$ cat config.mk
export PLATFORM = sky130hd
export DESIGN_NAME = utf8_stream_decoder
export DESIGN_NICKNAME = d
export VERILOG_FILES = /design/src/rtl/u8sd_pkg.sv /design/src/rtl/u8sd_decode.sv /design/src/rtl/u8sd_emit.sv /design/src/rtl/utf8_stream_decoder.sv
export VERILOG_INCLUDE_DIRS = /design/src /design/src/rtl
export SDC_FILE = /design/constraint.sdc
export NUM_CORES = 1
export LEC_CHECK = 0
export BUFFER_PORTS_ARGS = -buffer_cell sky130_fd_sc_hd__buf_2
export CAP_MARGIN = 10
export CORE_ASPECT_RATIO = 1.25
export CORE_UTILIZATION = 41
export CTS_BUF_LIST = sky130_fd_sc_hd__clkbuf_4
export CTS_CLUSTER_DIAMETER = 120
export CTS_CLUSTER_SIZE = 20
export DETAILED_ROUTE_END_ITERATION = 8
export GPL_TIMING_DRIVEN = 0
export SLEW_MARGIN = 20
export SYNTH_ARGS = -nofsm -noshare
export SYNTH_HDL_FRONTEND = slang
export SYNTH_SLANG_ARGS = --single-unit
export TNS_END_PERCENT = 100
$ cat constraint.sdc
create_clock -name clk -period 3.5 [get_ports clk]
set_clock_uncertainty 0.15 [all_clocks]
set_input_delay 0.525 -clock clk [delete_from_list [all_inputs] [get_ports clk]]
set_output_delay 0.525 -clock clk [all_outputs]
set_load 0.01 [all_outputs]
$ cat src/rtl/assert_macros.svh
// ----------------------------------------------------------------------------
// assert_macros.svh
// Concurrent assertion helpers used by utf8_stream_decoder.
// ----------------------------------------------------------------------------
`ifndef ASSERT_MACROS_SVH
`define ASSERT_MACROS_SVH

// Same-cycle implication, disabled while reset is asserted
`define ASSERT_IMPLIES(label, clk, rst_n, ante, cons) \
	label: assert property (@(posedge clk) disable iff (!rst_n) (ante) |-> (cons)) \
		else $error("assertion failed: label");

// Next-cycle implication, disabled while reset is asserted
`define ASSERT_NEXT(label, clk, rst_n, ante, cons) \
	label: assert property (@(posedge clk) disable iff (!rst_n) (ante) |=> (cons)) \
		else $error("assertion failed: label");

`endif

$ cat src/rtl/u8sd_pkg.sv
// ----------------------------------------------------------------------------
// u8sd_pkg
// Types and constants of the UTF-8 stream decoder.
// ----------------------------------------------------------------------------
`timescale 1ns / 1ps
`default_nettype none

package u8sd_pkg;

	localparam int CP_W  = 21;
	localparam int CNT_W = 3;

	localparam logic [CP_W-1:0] REPLACEMENT_CP = 21'h00FFFD;

	// Results of one input byte: cnt results, all U+FFFD but the last,
	// which is last_cp
	typedef struct packed {
		logic [CNT_W-1:0] cnt;
		logic [CP_W-1:0]  last_cp;
	} desc_t;

endpackage

`default_nettype wire

$ cat src/rtl/u8sd_decode.sv
// ----------------------------------------------------------------------------
// u8sd_decode
// Sequence state and per-byte decode into a registered result descriptor.
// ----------------------------------------------------------------------------
`timescale 1ns / 1ps
`default_nettype none

module u8sd_decode (
	input  wire logic          clk,
	input  wire logic          arst_n,
	input  wire logic          in_valid,
	output logic               in_ready,
	input  wire logic [7:0]    data_byte,
	input  wire logic          final_byte,
	input  wire logic          take,
	output logic               desc_valid,
	output u8sd_pkg::desc_t    desc
);
	import u8sd_pkg::*;

	logic [1:0]      exp_q;
	logic [1:0]      rcv_q;
	logic [CP_W-1:0] part_q;

	logic            valid_s1;
	desc_t           desc_s1;

	logic            accept;
	logic            seq_open;
	logic            is_cont;
	logic            is_lead;
	logic [1:0]      rcv_inc;
	logic [CP_W-1:0] part_sh;
	logic [CNT_W-1:0] pre_cnt;
	logic            fresh_hit;
	logic [CP_W-1:0] fresh_cp;

	logic [1:0]      exp_d;
	logic [1:0]      rcv_d;
	logic [CP_W-1:0] part_d;
	desc_t           desc_d;

	assign accept   = in_valid && in_ready;
	assign in_ready = !valid_s1 || take;

	// Byte classification
	assign seq_open = (exp_q != 2'd0);
	assign is_cont  = (data_byte[7:6] == 2'b10);
	assign is_lead  = (data_byte[7:5] == 3'b110) || (data_byte[7:4] == 4'b1110) ||
		(data_byte[7:3] == 5'b11110);
	assign rcv_inc  = rcv_q + 2'd1;
	assign part_sh  = {part_q[CP_W-7:0], data_byte[5:0]};
	assign pre_cnt  = seq_open ? ({1'b0, rcv_q} + 3'd1) : 3'd0;

	// Next state and result descriptor
	always_comb begin
		exp_d     = exp_q;
		rcv_d     = rcv_q;
		part_d    = part_q;
		fresh_hit = 1'b0;
		fresh_cp  = REPLACEMENT_CP;
		desc_d    = '{cnt: '0, last_cp: REPLACEMENT_CP};
		if (seq_open && is_cont) begin
			if (rcv_inc >= exp_q) begin
				desc_d = '{cnt: 3'd1, last_cp: part_sh};
				exp_d  = 2'd0;
				rcv_d  = 2'd0;
				part_d = '0;
			end else if (final_byte) begin
				desc_d = '{cnt: 3'd1 + {1'b0, rcv_inc}, last_cp: REPLACEMENT_CP};
				exp_d  = 2'd0;
				rcv_d  = 2'd0;
				part_d = '0;
			end else begin
				rcv_d  = rcv_inc;
				part_d = part_sh;
			end
		end else begin
			// a broken sequence is closed, then the byte is decoded afresh
			exp_d  = 2'd0;
			rcv_d  = 2'd0;
			part_d = '0;
			if (!data_byte[7]) begin
				fresh_hit = 1'b1;
				fresh_cp  = {{(CP_W-8){1'b0}}, data_byte};
			end else if (is_lead) begin
				if (final_byte) begin
					fresh_hit = 1'b1;
				end else if (data_byte[7:5] == 3'b110) begin
					exp_d  = 2'd1;
					part_d = {{(CP_W-5){1'b0}}, data_byte[4:0]};
				end else if (data_byte[7:4] == 4'b1110) begin
					exp_d  = 2'd2;
					part_d = {{(CP_W-4){1'b0}}, data_byte[3:0]};
				end else begin
					exp_d  = 2'd3;
					part_d = {{(CP_W-3){1'b0}}, data_byte[2:0]};
				end
			end else begin
				fresh_hit = 1'b1;
			end
			desc_d = '{cnt: pre_cnt + {2'b00, fresh_hit}, last_cp: fresh_cp};
		end
	end

	// Sequence state
	always_ff @(posedge clk or negedge arst_n) begin
		if (!arst_n) begin
			exp_q  <= 2'd0;
			rcv_q  <= 2'd0;
			part_q <= '0;
		end else if (accept) begin
			exp_q  <= exp_d;
			rcv_q  <= rcv_d;
			part_q <= part_d;
		end
	end

	// Descriptor register; bytes with no result leave it empty
	always_ff @(posedge clk or negedge arst_n) begin
		if (!arst_n) begin
			valid_s1 <= 1'b0;
		end else if (accept) begin
			valid_s1 <= (desc_d.cnt != '0);
		end else if (take) begin
			valid_s1 <= 1'b0;
		end
	end

	always_ff @(posedge clk) begin
		if (accept) begin
			desc_s1 <= desc_d;
		end
	end

	assign desc_valid = valid_s1;
	assign desc       = desc_s1;

endmodule

`default_nettype wire

$ cat src/rtl/u8sd_emit.sv
// ----------------------------------------------------------------------------
// u8sd_emit
// Output register that plays out the results of one descriptor.
// ----------------------------------------------------------------------------
`timescale 1ns / 1ps
`default_nettype none

module u8sd_emit (
	input  wire logic                    clk,
	input  wire logic                    arst_n,
	input  wire logic                    desc_valid,
	input  wire u8sd_pkg::desc_t         desc,
	output logic                         take,
	output logic                         out_valid,
	input  wire logic                    out_ready,
	output logic [u8sd_pkg::CP_W-1:0]    code_point,
	output logic                         run_end
);
	import u8sd_pkg::*;

	logic [CNT_W-1:0] cnt_q;
	logic [CP_W-1:0]  last_q;
	logic             last_one;

	assign last_one   = (cnt_q == 3'd1);
	assign out_valid  = (cnt_q != '0);
	assign take       = desc_valid && ((cnt_q == '0) || (last_one && out_ready));
	assign code_point = last_one ? last_q : REPLACEMENT_CP;
	assign run_end    = last_one;

	// Remaining result count
	always_ff @(posedge clk or negedge arst_n) begin
		if (!arst_n) begin
			cnt_q <= '0;
		end else if (take) begin
			cnt_q <= desc.cnt;
		end else if (out_valid && out_ready) begin
			cnt_q <= cnt_q - 3'd1;
		end
	end

	always_ff @(posedge clk) begin
		if (take) begin
			last_q <= desc.last_cp;
		end
	end

endmodule

`default_nettype wire

$ cat src/rtl/utf8_stream_decoder.sv
// ----------------------------------------------------------------------------
// utf8_stream_decoder
// Streaming UTF-8 decoder: one byte in per item, code points out.
//
// Takes one byte per cycle. A byte that ends or breaks a sequence yields one
// to four code points, played out one per cycle from the output register
// while m_tready is high; the input stalls while a descriptor waits for it
// to empty or accept its last result. A descriptor register between
// decode and output lets the next byte enter while a result waits.
// No overlong, surrogate or range checks: values reach 0x1FFFFF.
// ----------------------------------------------------------------------------
`timescale 1ns / 1ps
`default_nettype none
`include "assert_macros.svh"

module utf8_stream_decoder (
	input  wire logic        clk,
	input  wire logic        arst_n,
	input  wire logic        s_tvalid,
	output logic             s_tready,
	input  wire logic [7:0]  s_tdata,   // [7:0] data_byte
	input  wire logic        s_tlast,   // final_byte
	output logic             m_tvalid,
	input  wire logic        m_tready,
	output logic [23:0]      m_tdata,   // [20:0] code_point, [23:21] zero
	output logic             m_tlast    // run_end
);
	import u8sd_pkg::*;

	logic            desc_valid;
	desc_t           desc;
	logic            take;
	logic [CP_W-1:0] code_point;

	u8sd_decode u_decode (
		.clk        (clk),
		.arst_n     (arst_n),
		.in_valid   (s_tvalid),
		.in_ready   (s_tready),
		.data_byte  (s_tdata),
		.final_byte (s_tlast),
		.take       (take),
		.desc_valid (desc_valid),
		.desc       (desc)
	);

	u8sd_emit u_emit (
		.clk        (clk),
		.arst_n     (arst_n),
		.desc_valid (desc_valid),
		.desc       (desc),
		.take       (take),
		.out_valid  (m_tvalid),
		.out_ready  (m_tready),
		.code_point (code_point),
		.run_end    (m_tlast)
	);

	assign m_tdata = {3'b000, code_point};

	// Checks
	`ASSERT_IMPLIES(a_desc_cnt, clk, arst_n, desc_valid, (desc.cnt != '0) && (desc.cnt <= 3'd4))
	`ASSERT_IMPLIES(a_lead_repl, clk, arst_n, m_tvalid && !m_tlast, code_point == REPLACEMENT_CP)
	`ASSERT_NEXT(a_run_cont, clk, arst_n, m_tvalid && m_tready && !m_tlast, m_tvalid)

endmodule

`default_nettype wire

==> run summary <==
The clock-pin transition on the worst setup and hold timing paths came out at 0.11 ns. The worst setup path is captured at an output pin. After synthesis, the share of flip-flops with an asynchronous set or reset is 33.8%. The slew of the pin with the lowest slew margin came out at between 0.5 and 0.6 ns. The data required time at the worst endpoint is about 2.8 ns.

The final period utilization came out at between 80% and 90%. The final design utilization came out at between 40% and 50%. The startpoint identified for the worst register-to-register timing path is u_decode.rcv_q[0]$_DFFE_PN0P_. The depth of the most critical reg-to-reg path is 8. For this design the total switching power over the nets is around 0.8 mW. The layout cell share with drive strength beyond 1 is between 20% and 30%. Walking the worst path, the cells encountered are inv_1, ha_1, nor2b_1, clkbuf_1, nand2b_1, buf_2.

Setup repair after global routing left no endpoint under its margin. The final-stage net count is 300. The sort of element at the start of the critical path is a flip-flop. The share of total power in combinational logic is ~30%. The data arrival time of the critical path came out at 2.15 ns. The chip height is between 90 and 100 microns.

TritonCTS built the clock tree. In this run the critical register-to-register path is captured at u_decode.desc[1]$_DFFE_PP_. The worst path in the final design needs a cycle of 2.83 ns, including I/O delays and setup.

The routed wire length per instance is around 13 microns. Counting the buffers created by CTS gives 9. The internal portion of the total power is approximately 1.6 mW.

The count of unique library cells instantiated by Yosys came out at 42. The number of synthesized flops with an enable pin came out at 45. The initial utilization of the core area, before any placement, comes to between 40% and 50%. Setup total negative slack on the finished layout was measured at 0 ns. Measured against its own limit, the worst slew margin works out to between 60% and 70%. Measured along the x axis, the die boundary spans 78.8 microns.

The Yosys step of the flow raised 0 warnings. The detailed-route vias per instance is between 4 and 5. The critical path's top delay family is buffers and inverters.

The wire length after detailed routing is roughly 4900 microns. The cell count after synthesis came out at around 230. The area of all placed cells without fillers came out at 3480 sq um. The switching share of power is approximately a third.

The sequential share of the synthesized area is between 60% and 70%. The worst hold path begins at s_tdata[2]. The number of placed I/O pins came out at 40. The area added between synthesis and finish is 15.3%. The count of buffers added on input and output ports is 36. The worst-case IR drop observed on VDD is roughly 0.26 mV. The area of the die is roughly 7700 sq um.

In this run the worst hold path is classified as in2reg. The detailed-routing iteration count for the pre-antenna-repair pass is 4. The residual antenna-violating net count after detailed routing is 0.

The core outline area came out at approximately 7000 sq um. The total grt overflow came out at 0. The worst hold path stage count is 2. The delay of the slowest cell on the worst path is 0.41 ns. The quantity of gates resized following cts came out at 0. The path with the worst hold slack has its endpoint at u_decode.part_q[2]$_DFFE_PN0P_. The total setup violations reported at the end of the flow is 0.

The HPWL after detailed placement is roughly 3500 microns. The last weighted congestion value of the routability-driven placer is roughly 0.80. Dividing the synthesized area by the synthesized cell count gives 13.3 sq um. The worst setup slack for register-to-register paths came out at 1.00 ns.

The library cell used most frequently in the layout, excluding fill and tap cells, is edfxtp_1. The count of pins over their slew limit is 0. The clock tree root driver cell is clkbuf_4. The repair_antennas step left the layout with diodes totalling 0. Leaving out fill and tap cells, the most frequent cells in the layout are edfxtp_1, buf_2, nand2_1, nand2b_1, dfrtp_1.

The most used flip-flop cell after synthesis is edfxtp_1. The part of the power in the clock network is 20.4%. The initial antenna violation count came to 0. For this design, the slowest cell found on the critical path is nor2b_1. The via count of the first global-routing pass is roughly 1700. The count of maximum capacitance violations is 0. The flow ran to the end, and the final reports show no timing, DRC or antenna violations. The slack of the critical path came out at about 0.67 ns. The standard-cell row count came out at 34. For this run, the total global-route usage over all layers was measured as around 14%. Dividing total power by cell area gives a power density of 693 nW/um^2. The critical path in this run is classified as reg2out. The global-route wire length before repair came out at slightly above 8000 microns. The number of synthesized register bits is 68. The maximum number of pins on one net before global-route repair came out at 26. The highest clock rate came out at about 350 MHz. The largest driver fanout on the critical path is 10. The clock sink total came out at 68. The remaining routing DRC violations came out at 0. The total number of vias is ~1800. The sequential cell fraction of total power came out at a little under 50%. The area of placed instances is 3340 sq um. The count of buffer and inverter cells on the critical path came out at 3. The first routing iteration left approximately 110 violations. The leakage power of the design came out at between 1 and 1.5 nW. The post-placement setup slack is ~0.93 ns.

The worst-case clock buffer depth is 2. The filler cell count in the final layout is approximately 650. The H-tree generated during clock tree synthesis spans 3 levels.

The synthesized netlist occupies a cell area of roughly 3000 sq um. The clock insertion delay at the later pin of the skew report is slightly above 0.4 ns. The final-report hold violation count came to 0.
sequential cells by signal (all words and copies together) (netlist names):
name	cells
u_decode.desc	24
u_decode.desc_valid	1
u_decode.exp_q	2
u_decode.part_q	15
u_decode.rcv_q	2
u_emit.cnt_q	3
u_emit.last_q	21
synthesized netlist by cell type (2+ instances only):
| master | count | area, sq um |
|---|---|---|
| mux2_1 | 2 | 22.5 |
| buf_4 | 4 | 30.0 |
| nor2b_1 | 4 | 25.0 |
| a22o_1 | 14 | 123 |
| inv_1 | 6 | 22.5 |
| and2_1 | 12 | 75.1 |
| a21oi_1 | 2 | 10.0 |
| nor2_4 | 3 | 33.8 |
| buf_6 | 3 | 33.8 |
| nand2b_1 | 23 | 144 |
| nor2_1 | 10 | 37.5 |
| xor2_1 | 2 | 17.5 |
| a21oi_2 | 2 | 17.5 |
| edfxtp_1 | 45 | 1350 |
| nor3b_1 | 2 | 15.0 |
| ha_1 | 9 | 113 |
| dfrtp_1 | 23 | 576 |
| nand3_1 | 2 | 10.0 |
| nand2_1 | 28 | 105 |
| clkbuf_1 | 2 | 7.51 |
| a32o_1 | 2 | 20.0 |
| nand4_1 | 3 | 18.8 |
| o21ai_0 | 5 | 25.0 |
logic make-up (layout without fill, tap and decap cells):
logic type | Yosys count | after routing | synth area share, %
compound gates | 33 | 33 | 9.16
xor+xnor | 3 | 3 | 0.870
fa+ha+maj | 9 | 9 | 3.73
buf+inv | 17 | 71 | 3.40
flops | 68 | 68 | 63.8
mux | 3 | 3 | 1.12
other cells | 1 | 3 | 0.124
simple gates | 93 | 93 | 17.8
per-stage QoR:
step	instances	total power, mW	hold WS (ns)
4_1_cts	373	2.44	0.181
5_1_grt	373	2.57	0.200
2_1_floorplan	229	1.70	0.0794
6_report	373	2.41	0.200
3_5_place_dp	356	1.95	0.255
3_3_place_gp	355	1.91	0.250
per-layer routing:
metal  routed length [microns]  global-route usage [%]
met1                      2100                    17.9
met2                      2330                    21.3
met4                       223                    10.8
met3                       220                    2.71
met5                         0                       0
power by group through the flow:
stage | sequential, mW | clock, mW | combinational (mW)
global placement | 1.21 | 0 | 0.703
floorplan | 1.19 | 0 | 0.506
global route | 1.21 | 0.540 | 0.821
CTS | 1.19 | 0.508 | 0.742
finish | 1.19 | 0.492 | 0.729
detailed placement | 1.21 | 0 | 0.738
how the worst max path moves through the flow:
stage | to | depth (start not counted) | startpoint | slack, ns
after detailed placement | u_decode.desc_valid$_DFFE_PN0P_ | 9 | s_tdata[7] | 0.93
final | m_tdata[6] | 6 | u_emit.cnt_q[1]$_DFFE_PN0P_ | 0.67
after floorplan | u_emit.last_q[0]$_DFFE_PP_ | 4 | u_emit.cnt_q[0]$_DFFE_PN0P_ | 1.21
after global routing | m_tdata[10] | 6 | u_emit.cnt_q[1]$_DFFE_PN0P_ | 0.38
after global placement | u_emit.cnt_q[0]$_DFFE_PN0P_ | 5 | u_emit.cnt_q[0]$_DFFE_PN0P_ | 0.80
after CTS | m_tdata[6] | 6 | u_emit.cnt_q[1]$_DFFE_PN0P_ | 0.60
cell type report:
class                   instances  area [sq um]  share of cell area (%)
plain buffers                  10          76.3                    2.19
clock buffers                   9          67.6                    1.94
flip-flops and latches         68          1930                    55.4
inverters                       7          26.3                   0.755
well taps                      90           113                    3.24
repair buffers                 38           201                    5.79
clock inverters                 7          66.3                    1.91
multi-input cells             144          1000                    28.8
what timing repair did:
| action | CTS | global route |
|---|---|---|
| hold buffers | 1 | 0 |
| hold endpoints to repair | 23 | 0 |
| setup buffers | 0 | 0 |
worst register-to-register path, stage by stage (launching register included):
cell and delay (ns):
dfrtp_1 0.48, inv_1 0.10, ha_1 0.34, inv_1 0.08, ha_1 0.31, a21oi_4 0.31, o21ai_2 0.18, buf_6 0.17
and2_1 0.15
Power figures use the tool's default switching activity.
